[config.mk]
export PLATFORM = sky130hd
export DESIGN_NAME = table_driven_dfa
export DESIGN_NICKNAME = d
export VERILOG_FILES = /design/src/hw/rtl/dfa_pkg.sv /design/src/hw/rtl/dfa_ctrl.sv /design/src/hw/rtl/dfa_datapath.sv /design/src/hw/rtl/table_driven_dfa.sv
export SDC_FILE = /design/constraint.sdc
export NUM_CORES = 1
export LEC_CHECK = 0
export BUFFER_PORTS_ARGS = -buffer_cell sky130_fd_sc_hd__buf_2
export CAP_MARGIN = 20
export CORE_MARGIN = 2
export CORE_UTILIZATION = 45
export CTS_CLUSTER_SIZE = 30
export DETAILED_ROUTE_END_ITERATION = 16
export GPL_ROUTABILITY_DRIVEN = 0
export HOLD_SLACK_MARGIN = 0.08
export MAX_ROUTING_LAYER = met4
export PLACE_DENSITY = 0.58
export SYNTH_ARGS = -nofsm -noshare
export SYNTH_HDL_FRONTEND = slang
export SYNTH_SLANG_ARGS = --single-unit
[constraint.sdc]
create_clock -name clk_i -period 3.72 [get_ports clk_i]
set_input_delay 0.558 -clock clk_i [delete_from_list [all_inputs] [get_ports clk_i]]
set_output_delay 0.558 -clock clk_i [all_outputs]
set_load 0.02 [all_outputs]
[src/hw/rtl/dfa_pkg.sv]
// ----------------------------------------------------------------------------
// dfa_pkg
// Shared types and constants for the table-driven DFA block.
// ----------------------------------------------------------------------------
package dfa_pkg;

  localparam int unsigned ENTRIES     = 16;
  localparam int unsigned STATE_BITS  = 4;
  localparam int unsigned IDX_W       = $clog2(ENTRIES);
  localparam int unsigned CNT_W       = $clog2(ENTRIES + 1);
  localparam int unsigned SYM_W       = 8;
  localparam int unsigned MASK_W      = 1 << STATE_BITS;
  localparam int unsigned CFG_IDX_W   = 2;
  localparam int unsigned CFG_DATA_W  = 16;

  // item commands
  typedef enum logic [1:0] {
    CMD_FEED    = 2'd0,
    CMD_WRITE   = 2'd1,
    CMD_RESTART = 2'd2,
    CMD_NONE    = 2'd3
  } cmd_e;

  // configuration register indexes
  typedef enum logic [CFG_IDX_W-1:0] {
    REG_START   = 2'd0,
    REG_ACCEPT  = 2'd1,
    REG_ENTRIES = 2'd2,
    REG_UNUSED  = 2'd3
  } reg_e;

  localparam logic [STATE_BITS-1:0] START_RST   = STATE_BITS'(1);
  localparam logic [MASK_W-1:0]     ACCEPT_RST  = MASK_W'(2);
  localparam logic [CNT_W-1:0]      ENTRIES_RST = '0;

  // controller to datapath
  typedef struct packed {
    logic capture;  // input word taken, search compares registered
    logic commit;   // apply the item and load the output word
  } dfa_cmd_t;

endpackage

[src/hw/rtl/dfa_ctrl.sv]
// ----------------------------------------------------------------------------
// dfa_ctrl
// Sequencer: takes a word, commits it once the output register is free.
// ----------------------------------------------------------------------------
module dfa_ctrl (
  input  logic              clk_i,
  input  logic              rst_ni,
  input  logic              in_valid_i,
  output logic              in_ready_o,
  output logic              out_valid_o,
  input  logic              out_ready_i,
  output dfa_pkg::dfa_cmd_t cmd_o
);

  typedef enum logic [1:0] {
    ST_IDLE   = 2'b01,
    ST_COMMIT = 2'b10
  } state_e;

  state_e state_q, state_d;
  logic   out_valid_q, out_valid_d;
  logic   take, commit;

  assign in_ready_o = (state_q == ST_IDLE);
  assign take       = in_valid_i && in_ready_o;
  // output register free, or being drained this cycle
  assign commit     = (state_q == ST_COMMIT) && (!out_valid_q || out_ready_i);

  always_comb begin
    state_d = state_q;
    unique case (state_q)
      ST_IDLE: begin
        if (take) state_d = ST_COMMIT;
      end
      ST_COMMIT: begin
        if (commit) state_d = ST_IDLE;
      end
      default: state_d = ST_IDLE;
    endcase
  end

  always_comb begin
    out_valid_d = out_valid_q;
    if (out_ready_i) out_valid_d = 1'b0;
    if (commit)      out_valid_d = 1'b1;
  end

  always_ff @(posedge clk_i or negedge rst_ni) begin
    if (!rst_ni) begin
      state_q     <= ST_IDLE;
      out_valid_q <= 1'b0;
    end else begin
      state_q     <= state_d;
      out_valid_q <= out_valid_d;
    end
  end

  assign out_valid_o   = out_valid_q;
  assign cmd_o.capture = take;
  assign cmd_o.commit  = commit;

endmodule

[src/hw/rtl/dfa_datapath.sv]
// ----------------------------------------------------------------------------
// dfa_datapath
// Transition table, parallel entry compare, state/error and output registers.
// ----------------------------------------------------------------------------
module dfa_datapath (
  input  logic                                clk_i,
  input  logic                                rst_ni,
  input  dfa_pkg::dfa_cmd_t                   cmd_i,
  input  logic                                cfg_we_i,
  input  logic [dfa_pkg::CFG_IDX_W-1:0]       cfg_idx_i,
  input  logic [dfa_pkg::CFG_DATA_W-1:0]      cfg_data_i,
  input  logic [1:0]                          cmd_word_i,
  input  logic [dfa_pkg::SYM_W-1:0]           symbol_i,
  input  logic [dfa_pkg::IDX_W-1:0]           entry_index_i,
  input  logic [dfa_pkg::STATE_BITS-1:0]      entry_from_i,
  input  logic [dfa_pkg::SYM_W-1:0]           entry_symbol_i,
  input  logic [dfa_pkg::STATE_BITS-1:0]      entry_to_i,
  output logic [dfa_pkg::STATE_BITS-1:0]      current_o,
  output logic                                accepted_o,
  output logic                                error_o
);

  // configuration
  logic [dfa_pkg::STATE_BITS-1:0] start_q;
  logic [dfa_pkg::MASK_W-1:0]     accept_q;
  logic [dfa_pkg::CNT_W-1:0]      used_q;

  // automaton state
  logic [dfa_pkg::STATE_BITS-1:0] state_q, state_d;
  logic                           fault_q, fault_d;

  // transition table
  logic [dfa_pkg::STATE_BITS-1:0] from_q [dfa_pkg::ENTRIES];
  logic [dfa_pkg::SYM_W-1:0]      sym_q  [dfa_pkg::ENTRIES];
  logic [dfa_pkg::STATE_BITS-1:0] to_q   [dfa_pkg::ENTRIES];

  // captured word
  dfa_pkg::cmd_e                  op_q;
  logic [dfa_pkg::IDX_W-1:0]      idx_q;
  logic [dfa_pkg::STATE_BITS-1:0] efrom_q, eto_q;
  logic [dfa_pkg::SYM_W-1:0]      esym_q;
  logic [dfa_pkg::ENTRIES-1:0]    hit_q, hit_d;

  // output word
  logic [dfa_pkg::STATE_BITS-1:0] current_q;
  logic                           accepted_q, error_q;

  logic [dfa_pkg::IDX_W-1:0]      sel;

  always_ff @(posedge clk_i or negedge rst_ni) begin
    if (!rst_ni) begin
      start_q  <= dfa_pkg::START_RST;
      accept_q <= dfa_pkg::ACCEPT_RST;
      used_q   <= dfa_pkg::ENTRIES_RST;
    end else if (cfg_we_i) begin
      unique case (dfa_pkg::reg_e'(cfg_idx_i))
        dfa_pkg::REG_START:   start_q  <= cfg_data_i[dfa_pkg::STATE_BITS-1:0];
        dfa_pkg::REG_ACCEPT:  accept_q <= cfg_data_i[dfa_pkg::MASK_W-1:0];
        dfa_pkg::REG_ENTRIES: used_q   <= cfg_data_i[dfa_pkg::CNT_W-1:0];
        default: ;
      endcase
    end
  end

  // every entry below the in-use count compared against the present state and symbol
  always_comb begin
    for (int i = 0; i < dfa_pkg::ENTRIES; i++) begin
      hit_d[i] = (dfa_pkg::CNT_W'(i) < used_q) && (from_q[i] == state_q) &&
                 (sym_q[i] == symbol_i);
    end
  end

  always_ff @(posedge clk_i) begin
    if (cmd_i.capture) begin
      op_q    <= dfa_pkg::cmd_e'(cmd_word_i);
      idx_q   <= entry_index_i;
      efrom_q <= entry_from_i;
      esym_q  <= entry_symbol_i;
      eto_q   <= entry_to_i;
      hit_q   <= hit_d;
    end
  end

  // lowest matching index wins
  always_comb begin
    sel = '0;
    for (int i = dfa_pkg::ENTRIES - 1; i >= 0; i--) begin
      if (hit_q[i]) sel = dfa_pkg::IDX_W'(i);
    end
  end

  always_comb begin
    state_d = state_q;
    fault_d = fault_q;
    case (op_q)
      dfa_pkg::CMD_FEED: begin
        if (!fault_q) begin
          if (|hit_q) state_d = to_q[sel];
          else        fault_d = 1'b1;
        end
      end
      dfa_pkg::CMD_RESTART: begin
        state_d = start_q;
        fault_d = 1'b0;
      end
      default: ;
    endcase
  end

  always_ff @(posedge clk_i or negedge rst_ni) begin
    if (!rst_ni) begin
      state_q <= dfa_pkg::START_RST;
      fault_q <= 1'b0;
    end else if (cmd_i.commit) begin
      state_q <= state_d;
      fault_q <= fault_d;
    end
  end

  always_ff @(posedge clk_i) begin
    if (cmd_i.commit && op_q == dfa_pkg::CMD_WRITE) begin
      from_q[idx_q] <= efrom_q;
      sym_q[idx_q]  <= esym_q;
      to_q[idx_q]   <= eto_q;
    end
  end

  always_ff @(posedge clk_i) begin
    if (cmd_i.commit) begin
      current_q  <= state_d;
      accepted_q <= !fault_d && accept_q[state_d];
      error_q    <= fault_d;
    end
  end

  assign current_o  = current_q;
  assign accepted_o = accepted_q;
  assign error_o    = error_q;

endmodule

[src/hw/rtl/table_driven_dfa.sv]
// ----------------------------------------------------------------------------
// table_driven_dfa
// Deterministic finite automaton stepped through a loadable transition table.
//
//   channel  direction  handshake                   word
//   in       input      in_valid_i / in_ready_o     cmd, symbol, entry fields
//   out      output     out_valid_o / out_ready_i   current, accepted, error
//   cfg      input      cfg_we_i                    cfg_idx_i, cfg_data_i
//
// For each word, the accept edge registers all entry compares, and the commit
// edge then picks the lowest hit and updates state, table and output.
// The commit waits while the output register holds an untaken word.
// Reset restores the configuration defaults, start state and error flag;
// the transition table has no reset and must be written before it is searched.
// ----------------------------------------------------------------------------
module table_driven_dfa (
  input  logic                                clk_i,
  input  logic                                rst_ni,
  input  logic                                cfg_we_i,
  input  logic [dfa_pkg::CFG_IDX_W-1:0]       cfg_idx_i,
  input  logic [dfa_pkg::CFG_DATA_W-1:0]      cfg_data_i,
  input  logic                                in_valid_i,
  output logic                                in_ready_o,
  input  logic [1:0]                          cmd_i,
  input  logic [dfa_pkg::SYM_W-1:0]           symbol_i,
  input  logic [dfa_pkg::IDX_W-1:0]           entry_index_i,
  input  logic [dfa_pkg::STATE_BITS-1:0]      entry_from_i,
  input  logic [dfa_pkg::SYM_W-1:0]           entry_symbol_i,
  input  logic [dfa_pkg::STATE_BITS-1:0]      entry_to_i,
  output logic                                out_valid_o,
  input  logic                                out_ready_i,
  output logic [dfa_pkg::STATE_BITS-1:0]      current_o,
  output logic                                accepted_o,
  output logic                                error_o
);

  dfa_pkg::dfa_cmd_t ctl;

  dfa_ctrl u_ctrl (
    .clk_i       (clk_i),
    .rst_ni      (rst_ni),
    .in_valid_i  (in_valid_i),
    .in_ready_o  (in_ready_o),
    .out_valid_o (out_valid_o),
    .out_ready_i (out_ready_i),
    .cmd_o       (ctl)
  );

  dfa_datapath u_datapath (
    .clk_i          (clk_i),
    .rst_ni         (rst_ni),
    .cmd_i          (ctl),
    .cfg_we_i       (cfg_we_i),
    .cfg_idx_i      (cfg_idx_i),
    .cfg_data_i     (cfg_data_i),
    .cmd_word_i     (cmd_i),
    .symbol_i       (symbol_i),
    .entry_index_i  (entry_index_i),
    .entry_from_i   (entry_from_i),
    .entry_symbol_i (entry_symbol_i),
    .entry_to_i     (entry_to_i),
    .current_o      (current_o),
    .accepted_o     (accepted_o),
    .error_o        (error_o)
  );

endmodule
==> flow_summary.toml, run 1 <==
[outcome]
status = "finished, final reports clean"

[sta]
setup_ws_ns = 0.0887
hold_violations = 0
period_needed_ns = 3.63
final.setup.tns_ns = 0
finalSetupViolCount = 0
fin_skew_ns = 0.0200
rsz0062_at_grt = "no"
tightest_slew_ns = 1.02
min_period_over_period_pct = 97.6
drv_slew = 0
slew_headroom_pct = 30.5
max_clock_freq_mhz = 275

[synthesis]
synth_cell_types = 72
yosys.area_share.simple_pct = 7.53
syn_area_per_cell_um2 = 15.7
synth_fp_nets = 955
netlist_area_mm2 = 0.0142
synth_area_leaders = "edfxtp_1, xnor2_1, dfrtp_1"
synth_compound_area_share_pct = 4.69
ys_ff_latch = 333
yosysTopAreaCell = "edfxtp_1"
synth_top_area_share_pct = 63.6
synth.most_common_cell = "edfxtp_1"
synthXorXnorAreaFrac_pct = 11.9
async_flop_share_pct = 9.91
synthCells = 902
synth.area.mux_share_pct = 4.66
synth_top_family_by_area = "XOR/XNOR gates"
seq_area_frac_synth_pct = 69.5
yosys-top-cells-count = "edfxtp_1, xnor2_1, nand4_1, mux2_2, nor2_1"
synth_edf_count = 300
synth_fa_ha_area_share_pct = 0
synth_flop_cell = "edfxtp_1"
yosysWarningCount = 0

[cts]
cts-resized-gates = 0
cts_buffers = 35
numClockSinks = 333
path_clk_slew_ns = 0.06
cts_setup_buffers = 0
worstSkewPairLatency_ns = 0.52
clock_path_buffers = 3
cts_hold_buf = 0
h-tree-depth = 2
cts_tree = "done"
root_buffer = "clkbuf_16"

[finish]
stdcell_area_mm2 = 0.0163
diodes = 0
nets = 1063
drive_above_1_share_pct = 22.1
area.growth.synth_to_final_pct = 14.9

[floorplanning]
row_count = 64
die-area_mm2 = 0.0329
initial_core_util_pct = 46.1
dieHeight_um = 181
die_x_um = 181
coreArea_mm2 = 0.0307
io_pins = 61

[detailed_routing]
via_count = 7892
wl_per_cell_um = 24.1
route.detailed.drc = 0
antenna_left = 0
wl_um = 34500
vias_per_cell = 5.52
initialDrtViolationCount = 601
firstDrtPassIters = 5

[global_route]
antenna_found_initial = 0
grt_pass1_wl_um = 51000
grt_overflow_total = 0
first_global_vias = 8082
grt_max_degree = 34
grt_usage_pct = 21.9

[placement]
dp_hpwl_um = 22200
dpl_cell_area_mm2 = 0.0152
place_ws_ns = 0.171
port-buffer-count = 60

[power]
total_power_mw = 9.20
p_per_area_mw_per_mm2 = 565
vdd_drop_max_mv = 0.367
power.leakage_nw = 5.34

[critical_path]
critical_path.reg2reg.startpoint = "u_datapath.hit_q[1]$_DFFE_PP_"
reg2reg_depth = 12
path_cells = "or2_4, or4b_4, o22ai_2, buf_4, mux2i_1, nand2_1, and3_1, a211oi_4, o21ai_0, a2111oi_0, a2111o_1, o22ai_2"
crit_path_start = "u_datapath.hit_q[1]$_DFFE_PP_"
crit_path_end = "u_datapath.accepted_o$_DFFE_PP_"
crit_type = "flip-flop to flip-flop"
rr_endpoint = "u_datapath.accepted_o$_DFFE_PP_"
worst_path_max_delay_cell = "or4b_4"
required_ns = 3.97
worst_path_most_repeated_cell = "o22ai_2"
cp-start-kind = "flip-flop"
arrival_ns = 3.88
cp_max_fo = 5
endpoint_kind = "flip-flop"
ff2ff_setup_slack_ns = 0.09
slowest_delay_ns = 0.51

[job]
max_cap_violations = 0

[hold_path]
min_path_type = "input port to async pin"
==> metal layers <==
metal | wire, um | share of wire, % | vias up | global-route usage [%]
met3 | 1630 | 4.7 | 65 | 2.81
met1 | 15400 | 45 | 3985 | 29.3
met2 | 16700 | 48 | 227 | 35.3
li1 | - | - | 3615 | -
met4 | 837 | 2.4 | 0 | 6.31
met5 | 0 | 0 | - | -
==> cell type report <==
cell class | count | area (um^2)
inverters | 10 | 42.5
clock inverters | 22 | 219
clock buffers | 39 | 891
flip-flops and latches | 333 | 9840
repair buffers | 112 | 694
fillers | 2562 | 14500
well taps | 396 | 495
multi-input cells | 518 | 4100
==> worst min-delay path by stage <==
stage | to
floorplan | u_ctrl.out_valid_o$_DFFE_PN0P_
global route | u_datapath.accept_q[2]$_DFFE_PN0P_
CTS | u_datapath.accept_q[2]$_DFFE_PN0P_
finish | u_ctrl.state_q[1]$_DFFE_PN0P_
detailed placement | u_datapath.accept_q[14]$_DFFE_PN0P_
global placement | u_datapath.accept_q[14]$_DFFE_PN0P_
==> flip-flops by register name (all words and copies together) (netlist names) <==
register / count
u_datapath.to_q: 64
u_ctrl.state_q: 2
u_datapath.state_q: 4
u_datapath.sym_q: 128
u_datapath.efrom_q: 4
u_datapath.op_q: 2
u_datapath.from_q: 64
u_datapath.start_q: 4
u_datapath.hit_q: 16
u_datapath.esym_q: 8
u_datapath.error_o: 1
u_datapath.eto_q: 4
u_datapath.fault_q: 1
u_datapath.used_q: 5
u_datapath.idx_q: 4
u_datapath.accepted_o: 1
u_ctrl.out_valid_o: 1
u_datapath.accept_q: 16
u_datapath.current_o: 4
==> per-stage QoR <==
step	hold WS [ns]	instances	util [%]
2_1_floorplan	0.262	902	-
3_3_place_gp	0.491	1369	49.3
3_5_place_dp	0.488	1369	49.3
4_1_cts	0.140	1430	52.9
5_1_grt	0.176	1430	52.9
6_report	0.119	1430	52.9
==> critical path: cells and delay by family (launching register included) <==
kind / cells / cell delay, ns
AOI/OAI and AO/OA: 6 / 1.52
buffers and inverters: 1 / 0.20
DFF: 1 / 0.39
muxes: 1 / 0.22
and+or+nand+nor: 4 / 1.05
==> where the power goes <==
part           leakage [nW]  internal [mW]  switching (mW)  total (mW)
registers              3.11           4.24           0.316        4.56
logic                  1.69          0.595           0.655        1.25
clock network         0.543           2.00            1.39        3.39
total                  5.34           6.84            2.36        9.20
==> cells by family (layout without fill, tap and decap cells) <==
family | after synthesis | after routing
compound gates | 78 | 78
flops | 333 | 333
xor+xnor | 192 | 192
simple gates | 188 | 188
buf+inv | 51 | 183
mux | 60 | 60
==> layout by cell type (no fill, tap or decap), types with 11 or more instances in the layout <==
master,count
edfxtp_1,300
clkbuf_16,35
clkinv_1,11
dfrtp_1,29
nand2_1,23
nor2_1,33
xnor2_1,162
mux2_2,36
mux2i_1,22
nor4_1,19
buf_4,51
xor2_1,30
nand4_1,42
buf_2,60
Power figures use the tool's default switching activity.
==> inputs of run 2 (changes only) <==
Settings changed: CAP_MARGIN 20 to 15, RECOVER_POWER from default to 25.
==> flow_summary.toml, run 2 (synthesis results as in run 1) <==
[critical_path]
crit_type = "flip-flop to flip-flop"
endpoint_kind = "flip-flop"
cp-start-kind = "flip-flop"
arrival_ns = 3.88
required_ns = 3.97
cp_max_fo = 5

[sta]
rsz0062_at_grt = "no"
min_period_over_period_pct = 97.6
hold_violations = 0
max_clock_freq_mhz = 275
period_needed_ns = 3.63
fin_skew_ns = 0.0200
tightest_slew_ns = 1.79
drv_slew = 34
final.setup.tns_ns = 0
slew_headroom_pct = -19.2
finalSetupViolCount = 0

[detailed_routing]
met2WireLength_um = 16700
wl_per_cell_um = 24.1
wl_met1_um = 15400
firstDrtPassIters = 5
route.detailed.drc = 0
wl_um = 34500
top_layer = "met4"
vias_per_cell = 5.52
initialDrtViolationCount = 601
via_count = 7888
antenna_left = 0
wl_met3_um = 1570

[finish]
stdcell_area_mm2 = 0.0163
fin_util_pct = 52.9
layout_common_cells = "edfxtp_1, xnor2_1, buf_2, buf_4, nand4_1"
nFillCells = 2561
largest_reg_flops = 128
nets = 1063
multiInputGateArea_mm2 = 0.00410
seq_area_mm2 = 0.00984
drive_above_1_share_pct = 22.1
top_regs = "u_datapath.sym_q (128), u_datapath.from_q (64), u_datapath.to_q (64)"
layout_commonest_cell = "edfxtp_1"
diodes = 0
area.growth.synth_to_final_pct = 14.9
largest_register = "u_datapath.sym_q"

[power]
clkPwrFrac_pct = 36.9
p_seq_share_pct = 49.5
power_frac_comb_pct = 13.6
switching_power_mw = 2.36
power.share.switching_pct = 25.7
power.leakage_nw = 5.34
p_per_area_mw_per_mm2 = 565
vdd_drop_max_mv = 0.367
power.internal_mw = 6.84

[cts]
cts_buffers = 35
worstSkewPairLatency_ns = 0.52
cts_tree = "done"
numClockSinks = 333
clock_path_buffers = 3
path_clk_slew_ns = 0.06
root_buffer = "clkbuf_16"
cts_setup_buffers = 0
h-tree-depth = 2

[global_route]
antenna_found_initial = 0
grt_usage_pct = 21.9
grt_max_degree = 34
grt_pass1_wl_um = 51000
grt_overflow_total = 0
first_global_vias = 8082

[outcome]
status = "complete, but fails checks"
violations = "max-capacitance violations, max-slew violations"

[placement]
port-buffer-count = 60
dpl_cell_area_mm2 = 0.0152
dp_hpwl_um = 22200

[floorplanning]
initial_core_util_pct = 46.1
die-area_mm2 = 0.0329
row_count = 64
io_pins = 61
die_x_um = 181
coreArea_mm2 = 0.0307
dieHeight_um = 181

[job]
max_cap_violations = 1

[hold_path]
min_path_type = "input port to flip-flop"
run 2: cell count changes in the layout (fill, tap and decap cells not counted):
cell	before	now
buf_2	60	59
clkbuf_1	4	5
run 2: final timing paths:
kind / to / depth (start not counted) / startpoint / slack (ns)
worst max-delay path: u_datapath.accepted_o$_DFFE_PP_ / 12 / u_datapath.hit_q[1]$_DFFE_PP_ / 0.09
worst min-delay path: u_datapath.efrom_q[1]$_DFFE_PP_ / 1 / entry_from_i[1] / 0.22
worst max register to register: u_datapath.accepted_o$_DFFE_PP_ / 12 / u_datapath.hit_q[1]$_DFFE_PP_ / 0.09
worst min register to register: u_datapath.accept_q[11]$_DFFE_PN0P_ / 1 / u_datapath.accept_q[11]$_DFFE_PN0P_ / 0.50
max in group asynchronous: u_datapath.accept_q[8]$_DFFE_PN0P_ / 1 / rst_ni / 2.16
min in group asynchronous: u_ctrl.state_q[1]$_DFFE_PN0P_ / 1 / rst_ni / 0.53
run 2: worst max-delay path, stage by stage, from the launching register on:
cell       delay, ns
edfxtp_1        0.39
or2_4           0.28
or4b_4          0.51
o22ai_2         0.25
buf_4           0.20
mux2i_1         0.22
nand2_1         0.07
and3_1          0.19
a211oi_4        0.39
o21ai_0         0.13
a2111oi_0       0.50
a2111o_1        0.20
o22ai_2         0.05
run 2: per-stage QoR:
| step | std cells | setup slack [ns] | total power [mW] | hold WS [ns] |
|---|---|---|---|---|
| after floorplan | 902 | 0.394 | 5.37 | 0.262 |
| after global placement | 1369 | 0.226 | 5.88 | 0.491 |
| after detailed placement | 1369 | 0.171 | 5.88 | 0.488 |
| final | 1430 | 0.0887 | 9.20 | 0.216 |
| after global routing | 1430 | 0.0146 | 9.52 | 0.202 |
| after CTS | 1430 | 0.109 | 9.27 | 0.140 |
run 2: area by class of cell:
cell class	count	area share, %
Clock buffer	39	5.47
Clock inverter	22	1.35
Inverter	10	0.261
Multi-Input combinational cell	518	25.2
Sequential cell	333	60.5
Tap cell	396	3.04
Timing Repair Buffer	112	4.26
run 2: repair_timing:
action | in CTS | in global routing
resized for setup | 0 | 3
hold buffers | 0 | 0
endpoints found under the setup margin | 0 | 1
run 2: power by group through the flow:
stage	Clock [mW]	Combinational, mW	Sequential (mW)
floorplan	0	0.971	4.40
global placement	0	1.25	4.63
detailed placement	0	1.25	4.63
CTS	3.45	1.26	4.56
global route	3.58	1.36	4.57
finish	3.39	1.25	4.56
run 2: routing by layer:
metal  global-route usage [%]  vias up
met5                        -        -
met4                     6.31        0
met3                     2.81       65
met2                     35.3      218
met1                     29.3     3990
li1                         -     3615
